$ cat src/hdl/best_fit_buffer_pool_core_defines.svh
// Assertion macros for the buffer pool core.
// Used by best_fit_buffer_pool_core.sv; expects clk and arst_n in scope.
`ifndef BEST_FIT_BUFFER_POOL_CORE_DEFINES_SVH
`define BEST_FIT_BUFFER_POOL_CORE_DEFINES_SVH
`ifndef NO_ASSERTIONS
`define BFBP_ASSERT_IMP(lbl, ante, cons, msg) \
	lbl: assert property (@(posedge clk) disable iff (!arst_n) (ante) |-> (cons)) \
		else $error(msg);
`define BFBP_ASSERT_NXT(lbl, ante, cons, msg) \
	lbl: assert property (@(posedge clk) disable iff (!arst_n) (ante) |=> (cons)) \
		else $error(msg);
`else
`define BFBP_ASSERT_IMP(lbl, ante, cons, msg)
`define BFBP_ASSERT_NXT(lbl, ante, cons, msg)
`endif
`endif

$ cat src/hdl/bfbp_pkg.sv
// Shared types and constants for the best-fit buffer pool.
// No dependencies.
package bfbp_pkg;

	localparam int unsigned SLOTS            = 8;
	localparam int unsigned NUM_BUFFERS_DEF  = 8;
	localparam int unsigned NUM_CHANNELS_DEF = 16;
	localparam int unsigned SIZE_W = 20;
	localparam int unsigned CHAN_W = 4;
	localparam int unsigned IDLE_W = 16;
	localparam int unsigned IDX_W  = 3;
	localparam int unsigned ADDR_W = 5;
	localparam int unsigned DATA_W = 32;
	localparam int unsigned KIB    = 1024;

	localparam logic [SIZE_W-1:0] SIZE_RESET [SLOTS] = '{
		SIZE_W'(400 * KIB), SIZE_W'(200 * KIB), SIZE_W'(200 * KIB), SIZE_W'(100 * KIB),
		SIZE_W'(62 * KIB),  SIZE_W'(62 * KIB),  SIZE_W'(50 * KIB),  SIZE_W'(30 * KIB)
	};

	localparam logic ACT_ALLOC   = 1'b0;
	localparam logic ACT_RELEASE = 1'b1;

	// item travelling down the row of cells
	typedef struct packed {
		logic              vld;
		logic              rel;
		logic              en;
		logic [CHAN_W-1:0] chan;
		logic [SIZE_W-1:0] req;
		logic [IDLE_W-1:0] idle;
		logic              hit;
		logic [SIZE_W-1:0] bsize;
		logic [IDX_W-1:0]  bidx;
		logic [SLOTS-1:0]  freed;
	} tok_t;

	typedef struct packed {
		logic              vld;
		logic [IDX_W-1:0]  idx;
		logic [CHAN_W-1:0] chan;
	} commit_t;

endpackage

$ cat src/hdl/bfbp_if.sv
// Valid/ready channel interfaces for request and response items.
// Depends on bfbp_pkg.
interface bfbp_req_if;
	logic                          valid;
	logic                          ready;
	logic                          action;
	logic [bfbp_pkg::CHAN_W-1:0]   channel;
	logic [bfbp_pkg::SIZE_W-1:0]   request_size;
	logic [bfbp_pkg::IDLE_W-1:0]   idle_mask;

	modport source (output valid, action, channel, request_size, idle_mask, input ready);
	modport sink   (input valid, action, channel, request_size, idle_mask, output ready);
endinterface

interface bfbp_rsp_if;
	logic                          valid;
	logic                          ready;
	logic                          granted;
	logic [bfbp_pkg::IDX_W-1:0]    buffer_index;
	logic [bfbp_pkg::SLOTS-1:0]    freed_mask;

	modport source (output valid, granted, buffer_index, freed_mask, input ready);
	modport sink   (input valid, granted, buffer_index, freed_mask, output ready);
endinterface

$ cat src/hdl/best_fit_buffer_pool_core.sv
// Best-fit buffer pool: one item in flight; the result is valid once the item, registered at
// acceptance, has walked the row of cells one cell per cycle and the result has then been
// registered; the next item is taken once the result has been handed over.
// Depends on bfbp_pkg, bfbp_if, bfbp_cell and best_fit_buffer_pool_core_defines.svh.
`include "best_fit_buffer_pool_core_defines.svh"

module best_fit_buffer_pool_core #(
	parameter int unsigned NUM_BUFFERS  = bfbp_pkg::NUM_BUFFERS_DEF,
	parameter int unsigned NUM_CHANNELS = bfbp_pkg::NUM_CHANNELS_DEF
) (
	input  logic                        clk,
	input  logic                        arst_n,
	bfbp_req_if.sink                    req_ch,
	bfbp_rsp_if.source                  rsp_ch,
	input  logic                        psel,
	input  logic                        penable,
	input  logic                        pwrite,
	input  logic [bfbp_pkg::ADDR_W-1:0] paddr,
	input  logic [bfbp_pkg::DATA_W-1:0] pwdata,
	output logic [bfbp_pkg::DATA_W-1:0] prdata,
	output logic                        pready
);

	typedef enum logic [2:0] {
		ST_IDLE = 3'b001,
		ST_SCAN = 3'b010,
		ST_DONE = 3'b100
	} state_t;

	state_t                      state_q;
	logic [bfbp_pkg::SIZE_W-1:0] size_q [bfbp_pkg::SLOTS];
	bfbp_pkg::tok_t              tok0_q;
	bfbp_pkg::tok_t              tok [NUM_BUFFERS+1];
	bfbp_pkg::tok_t              tok_last;
	bfbp_pkg::commit_t           commit;
	logic [NUM_BUFFERS-1:0]      owned_vec;
	logic [NUM_BUFFERS:0]        tok_vld;
	logic                        granted_q;
	logic [bfbp_pkg::IDX_W-1:0]  idx_q;
	logic [bfbp_pkg::SLOTS-1:0]  freed_q;
	logic                        accept;
	logic                        cfg_wr;
	logic [bfbp_pkg::IDX_W-1:0]  cfg_idx;

	// config port
	assign pready  = 1'b1;
	assign cfg_wr  = psel && penable && pwrite;
	assign cfg_idx = paddr[bfbp_pkg::ADDR_W-1:2];
	assign prdata  = bfbp_pkg::DATA_W'(size_q[cfg_idx]);

	always_ff @(posedge clk or negedge arst_n) begin
		if (!arst_n) begin
			for (int k = 0; k < bfbp_pkg::SLOTS; k++) begin
				size_q[k] <= bfbp_pkg::SIZE_RESET[k];
			end
		end else if (cfg_wr) begin
			size_q[cfg_idx] <= pwdata[bfbp_pkg::SIZE_W-1:0];
		end
	end

	// item entry
	assign req_ch.ready = (state_q == ST_IDLE);
	assign accept       = req_ch.valid && req_ch.ready;

	always_ff @(posedge clk or negedge arst_n) begin
		if (!arst_n) begin
			tok0_q <= '0;
		end else begin
			tok0_q.vld   <= accept;
			tok0_q.rel   <= (req_ch.action == bfbp_pkg::ACT_RELEASE);
			tok0_q.en    <= (int'(req_ch.channel) < NUM_CHANNELS);
			tok0_q.chan  <= req_ch.channel;
			tok0_q.req   <= req_ch.request_size;
			tok0_q.idle  <= req_ch.idle_mask;
			tok0_q.hit   <= 1'b0;
			tok0_q.bsize <= '0;
			tok0_q.bidx  <= '0;
			tok0_q.freed <= '0;
		end
	end

	assign tok[0] = tok0_q;

	for (genvar k = 0; k < NUM_BUFFERS; k++) begin : g_cell
		bfbp_cell #(
			.CELL_IDX(k)
		) u_cell (
			.clk    (clk),
			.arst_n (arst_n),
			.size   (size_q[k]),
			.commit (commit),
			.tok_i  (tok[k]),
			.tok_o  (tok[k+1]),
			.owned  (owned_vec[k])
		);
	end

	always_comb begin
		for (int k = 0; k <= NUM_BUFFERS; k++) begin
			tok_vld[k] = tok[k].vld;
		end
	end

	assign tok_last    = tok[NUM_BUFFERS];
	assign commit.vld  = tok_last.vld && !tok_last.rel && tok_last.hit;
	assign commit.idx  = tok_last.bidx;
	assign commit.chan = tok_last.chan;

	// sequencing and result register
	always_ff @(posedge clk or negedge arst_n) begin
		if (!arst_n) begin
			state_q <= ST_IDLE;
		end else begin
			unique case (state_q)
				ST_IDLE: begin
					if (accept) begin
						state_q <= ST_SCAN;
					end
				end
				ST_SCAN: begin
					if (tok_last.vld) begin
						state_q <= ST_DONE;
					end
				end
				ST_DONE: begin
					if (rsp_ch.ready) begin
						state_q <= ST_IDLE;
					end
				end
				default: state_q <= ST_IDLE;
			endcase
		end
	end

	always_ff @(posedge clk) begin
		if (tok_last.vld) begin
			granted_q <= commit.vld;
			idx_q     <= commit.vld ? tok_last.bidx : '0;
			freed_q   <= tok_last.rel ? tok_last.freed : '0;
		end
	end

	assign rsp_ch.valid        = (state_q == ST_DONE);
	assign rsp_ch.granted      = granted_q;
	assign rsp_ch.buffer_index = idx_q;
	assign rsp_ch.freed_mask   = freed_q;

	`BFBP_ASSERT_IMP(a_single_item, 1'b1, $onehot0(tok_vld), "more than one item in the row")
	`BFBP_ASSERT_NXT(a_grant_owns, commit.vld, $countones(owned_vec) == $past($countones(owned_vec)) + 1, "grant did not take ownership")
	`BFBP_ASSERT_IMP(a_done_empty, rsp_ch.valid, tok_vld == '0, "item still in row while result waits")
	`BFBP_ASSERT_IMP(a_grant_xor_free, rsp_ch.valid && rsp_ch.granted, rsp_ch.freed_mask == '0, "grant and release in one result")

endmodule

$ cat src/hdl/bfbp_cell.sv
// One pool cell: ownership of a single buffer, best-fit compare and release.
// Depends on bfbp_pkg.
module bfbp_cell #(
	parameter int unsigned CELL_IDX = 0
) (
	input  logic                        clk,
	input  logic                        arst_n,
	input  logic [bfbp_pkg::SIZE_W-1:0] size,
	input  bfbp_pkg::commit_t           commit,
	input  bfbp_pkg::tok_t              tok_i,
	output bfbp_pkg::tok_t              tok_o,
	output logic                        owned
);

	bfbp_pkg::tok_t              tok_q;
	bfbp_pkg::tok_t              tok_nxt;
	logic                        owned_q;
	logic [bfbp_pkg::CHAN_W-1:0] chan_q;
	logic                        fit;
	logic                        take;
	logic                        free_me;

	always_comb begin
		fit     = tok_i.vld && !tok_i.rel && tok_i.en && !owned_q
			&& (size != '0) && (size >= tok_i.req);
		take    = fit && (!tok_i.hit || (tok_i.bsize > size));
		free_me = tok_i.vld && tok_i.rel && owned_q && tok_i.idle[chan_q];
		tok_nxt = tok_i;
		if (take) begin
			tok_nxt.hit   = 1'b1;
			tok_nxt.bsize = size;
			tok_nxt.bidx  = bfbp_pkg::IDX_W'(CELL_IDX);
		end
		if (free_me) begin
			tok_nxt.freed[CELL_IDX] = 1'b1;
		end
	end

	always_ff @(posedge clk or negedge arst_n) begin
		if (!arst_n) begin
			tok_q   <= '0;
			owned_q <= 1'b0;
			chan_q  <= '0;
		end else begin
			tok_q <= tok_nxt;
			if (free_me) begin
				owned_q <= 1'b0;
			end else if (commit.vld && (commit.idx == bfbp_pkg::IDX_W'(CELL_IDX))) begin
				owned_q <= 1'b1;
				chan_q  <= commit.chan;
			end
		end
	end

	assign tok_o = tok_q;
	assign owned = owned_q;

endmodule
$ cat src/flat_wrapper.sv
// flat-port wrapper written by rule: the top's interface ports become plain ports
module best_fit_buffer_pool_core_flat 
#(
	parameter int unsigned NUM_BUFFERS  = bfbp_pkg::NUM_BUFFERS_DEF,
	parameter int unsigned NUM_CHANNELS = bfbp_pkg::NUM_CHANNELS_DEF
)
  (clk, arst_n, psel, penable, pwrite, paddr, pwdata, prdata, pready, req_ch_valid, req_ch_action, req_ch_channel, req_ch_request_size, req_ch_idle_mask, req_ch_ready, rsp_ch_valid, rsp_ch_granted, rsp_ch_buffer_index, rsp_ch_freed_mask, rsp_ch_ready);
  bfbp_req_if req_ch_i ();
  bfbp_rsp_if rsp_ch_i ();
  input  logic clk;
  input  logic arst_n;
  input  logic psel;
  input  logic penable;
  input  logic pwrite;
  input  logic [bfbp_pkg::ADDR_W-1:0] paddr;
  input  logic [bfbp_pkg::DATA_W-1:0] pwdata;
  output logic [bfbp_pkg::DATA_W-1:0] prdata;
  output logic pready;
  input wire logic [$bits(req_ch_i.valid)-1:0] req_ch_valid;
  input wire logic [$bits(req_ch_i.action)-1:0] req_ch_action;
  input wire logic [$bits(req_ch_i.channel)-1:0] req_ch_channel;
  input wire logic [$bits(req_ch_i.request_size)-1:0] req_ch_request_size;
  input wire logic [$bits(req_ch_i.idle_mask)-1:0] req_ch_idle_mask;
  output wire logic [$bits(req_ch_i.ready)-1:0] req_ch_ready;
  output wire logic [$bits(rsp_ch_i.valid)-1:0] rsp_ch_valid;
  output wire logic [$bits(rsp_ch_i.granted)-1:0] rsp_ch_granted;
  output wire logic [$bits(rsp_ch_i.buffer_index)-1:0] rsp_ch_buffer_index;
  output wire logic [$bits(rsp_ch_i.freed_mask)-1:0] rsp_ch_freed_mask;
  input wire logic [$bits(rsp_ch_i.ready)-1:0] rsp_ch_ready;
  assign req_ch_i.valid = req_ch_valid;
  assign req_ch_i.action = req_ch_action;
  assign req_ch_i.channel = req_ch_channel;
  assign req_ch_i.request_size = req_ch_request_size;
  assign req_ch_i.idle_mask = req_ch_idle_mask;
  assign req_ch_ready = req_ch_i.ready;
  assign rsp_ch_valid = rsp_ch_i.valid;
  assign rsp_ch_granted = rsp_ch_i.granted;
  assign rsp_ch_buffer_index = rsp_ch_i.buffer_index;
  assign rsp_ch_freed_mask = rsp_ch_i.freed_mask;
  assign rsp_ch_i.ready = rsp_ch_ready;
  best_fit_buffer_pool_core #(.NUM_BUFFERS(NUM_BUFFERS), .NUM_CHANNELS(NUM_CHANNELS)) u_core (.clk(clk), .arst_n(arst_n), .req_ch(req_ch_i), .rsp_ch(rsp_ch_i), .psel(psel), .penable(penable), .pwrite(pwrite), .paddr(paddr), .pwdata(pwdata), .prdata(prdata), .pready(pready));
endmodule
$ cat config.mk
export PLATFORM = sky130hd
export DESIGN_NAME = best_fit_buffer_pool_core_flat
export DESIGN_NICKNAME = d
export VERILOG_FILES = /design/src/hdl/bfbp_pkg.sv /design/src/hdl/bfbp_if.sv /design/src/hdl/best_fit_buffer_pool_core.sv /design/src/hdl/bfbp_cell.sv /design/src/flat_wrapper.sv
export VERILOG_INCLUDE_DIRS = /design/src /design/src/hdl
export SDC_FILE = /design/constraint.sdc
export NUM_CORES = 1
export LEC_CHECK = 0
export BUFFER_PORTS_ARGS = -buffer_cell sky130_fd_sc_hd__buf_2
export CAP_MARGIN = 40
export CORE_MARGIN = 4
export CORE_UTILIZATION = 35
export CTS_CLUSTER_SIZE = 40
export DETAILED_ROUTE_END_ITERATION = 7
export SETUP_SLACK_MARGIN = 0.1
export SLEW_MARGIN = 20
export SYNTH_ARGS = -nofsm -noshare
export SYNTH_HDL_FRONTEND = slang
export SYNTH_HIERARCHICAL = 1
export SYNTH_SLANG_ARGS = --single-unit
$ cat constraint.sdc
create_clock -name clk -period 3 [get_ports clk]
set_input_delay 0.6 -clock clk [delete_from_list [all_inputs] [get_ports clk]]
set_output_delay 0.6 -clock clk [all_outputs]
set_load 0.005 [all_outputs]
==> results.json <==
{
  "internal-power_mw": 22.0,
  "finalWorstSetupSlack_ns": 0.0439,
  "worst_slew_pin_slew_ns": 1.09,
  "p_switching_mw": 9.07,
  "fp.dieArea_um2": 107000,
  "drc": 0,
  "run_status": "finished clean",
  "startpoint_type": "flip-flop",
  "dr_wl_met3_um": 4260,
  "maxUsedRoutingLayer": "met4",
  "wire_per_inst_um": 20.0,
  "met1_length_um": 42800,
  "root_buffer": "clkbuf_16",
  "dieWidth_um": 328,
  "route.vias.total": 22700,
  "path_clk_slew_ns": 0.06,
  "finalMaxSlewViolations": 0,
  "met2_length_um": 44400,
  "min_path_type": "input port to flip-flop",
  "syn_inst": 2679,
  "num_rows": 116,
  "io_pins": 132,
  "fill_cells": 9151,
  "coreArea_um2": 101000,
  "h-tree-depth": 3,
  "cts_sinks": 801,
  "drt-total-wl_um": 94400,
  "register_area_um2": 20100,
  "clkPwrFrac_pct": 33.9,
  "drt_iter0_markers": 1603,
  "hold_viol_final": 0,
  "final_cell_mix": "dfrtp_1, buf_4, inv_1",
  "die_h_um": 328,
  "reg2reg_from": "u_core/size_q[133]",
  "relSlewSlack_pct": 25.6,
  "p_leak_nw": 21.3,
  "numPortBuffers": 104,
  "grt_overflow_total": 0,
  "multi_input_area_um2": 14700,
  "power_mw": 31.1,
  "numCtsBuffers": 81,
  "powerDensity_nw_per_um2": 694,
  "tritoncts": "yes",
  "grt_pass1_wl_um": 143000,
  "grt_setup_unrepaired": "yes",
  "antenna_found_initial": 10,
  "path_class": "flip-flop to flip-flop",
  "crit_path_start": "u_core/size_q[133]",
  "fin_util_pct": 44.5,
  "ys_warn_count": 6,
  "worstPathArrival_ns": 3.48,
  "gp_congestion": 0.929,
  "end_kind": "flip-flop",
  "setup_viol": 0,
  "grt_usage_pct": 17.5,
  "final_area_um2": 44800,
  "place_ws_ns": -0.362,
  "placed_cell_area_um2": 41000,
  "via_per_inst": 4.80,
  "synth_area_um2": 35700,
  "p_comb_share_pct": 23.1,
  "avgSynthCellArea_um2": 13.3,
  "start_util_pct": 35.5,
  "nets": 3704,
  "hold_start": "req_ch_request_size[1]",
  "worstPathMaxFanout": 5,
  "first_pass_iters": 7,
  "clockBufferDepth": 3,
  "peakVddDrop_mv": 0.433,
  "maxCapViolCount": 0,
  "drive_gt1_share_pct": 34.7,
  "final_common_cell": "dfrtp_1",
  "skew_ns": 0.0213,
  "clock.fmax_mhz": 338,
  "finalCritPeriodShare_pct": 98.5,
  "clk_latency_ns": 0.65,
  "dp_hpwl_um": 72600,
  "required_ns": 3.52,
  "p_sw_share_pct": 29.2,
  "grt_pass1_vias": 23500,
  "pwr-share-seq_pct": 43.0,
  "antenna_left": 0,
  "layout-area-overhead-vs-synth_pct": 25.4,
  "grt_start_max_net_pins": 122,
  "post-route-min-period_ns": 2.96
}
[registers in the layout, summed over array words and instances (netlist names)]
| register | count |
|---|---|
| u_core/g_cell.u_cell/tok_o | 543 |
| u_core/g_cell.u_cell/owned | 8 |
| u_core/rsp_ch.buffer_index | 3 |
| u_core/rsp_ch.freed_mask | 8 |
| u_core/rsp_ch.granted | 1 |
| u_core/state_q | 3 |
| u_core/size_q | 160 |
| u_core/tok | 43 |
| u_core/g_cell.u_cell/chan_q | 32 |
[power by group through the flow]
stage	sequential (mW)	combinational, mW	clock (mW)
2_1_floorplan	13.2	3.60	0
3_3_place_gp	13.5	6.60	0
3_5_place_dp	13.6	6.77	0
4_1_cts	13.4	6.91	10.8
5_1_grt	13.5	7.92	11.3
6_report	13.4	7.19	10.5
[per-stage QoR]
step,hold WS (ns),std cells,TNS [ns]
2_1_floorplan,0.304,2744,0
3_3_place_gp,0.331,4528,-49.82
3_5_place_dp,0.335,4538,-22.65
4_1_cts,0.0111,4702,0
5_1_grt,0.0279,4723,-0.0567
6_report,0.0550,4727,0
[path summary, 6_finish.rpt]
path | endpoint | slack [ns] | cells past startpoint
max in group asynchronous | u_core/g_cell[6].u_cell/tok_o[26] | 1.55 | 4
min | u_core/tok[649] | 0.06 | 1
max | u_core/g_cell[1].u_cell/tok_o[23] | 0.04 | 13
max reg2reg | u_core/g_cell[1].u_cell/tok_o[23] | 0.04 | 13
min in group asynchronous | u_core/g_cell[1].u_cell/tok_o[68] | 0.45 | 2
min reg2reg | u_core/g_cell[1].u_cell/tok_o[7] | 0.34 | 0
[routing by layer]
layer  global-route usage [%]  vias up
met1                     24.5    11400
met2                     28.1      530
li1                         -    10700
met3                     2.43      146
met4                     6.15        0
met5                        0        -
[critical path, cell delays in order, from the launching register on]
cell and delay [ns]:
dfstp_2 0.58, inv_2 0.05, ha_4 0.26, nand4_1 0.18, buf_4 0.21, a21oi_2 0.10
buf_4 0.13, a2111oi_4 0.03, buf_2 0.15, o211a_1 0.26, a211oi_4 0.31, buf_6 0.15
clkbuf_16 0.14, mux2_4 0.29
[what timing repair did]
action / 4_1_cts / 5_1_grt
buffers inserted: 16 / 15
pin swaps: 12 / 33
cloned: 0 / 5
endpoints found under the hold margin: 25 / 0
gates resized for setup: 26 / 131
setup endpoints to repair: 131 / 126
hold buffers: 1 / 0
[layout make-up]
class                   instances  share of cell area [%]
flip-flops and latches        801                    45.0
multi-input cells            1540                    32.8
repair buffers                535                    9.32
clock buffers                 118                    5.26
well taps                    1357                    3.79
inverters                     340                    2.85
clock inverters                31                    1.03
diodes                          5                  0.0279
Note: power is estimated with default switching activity, not from simulation.
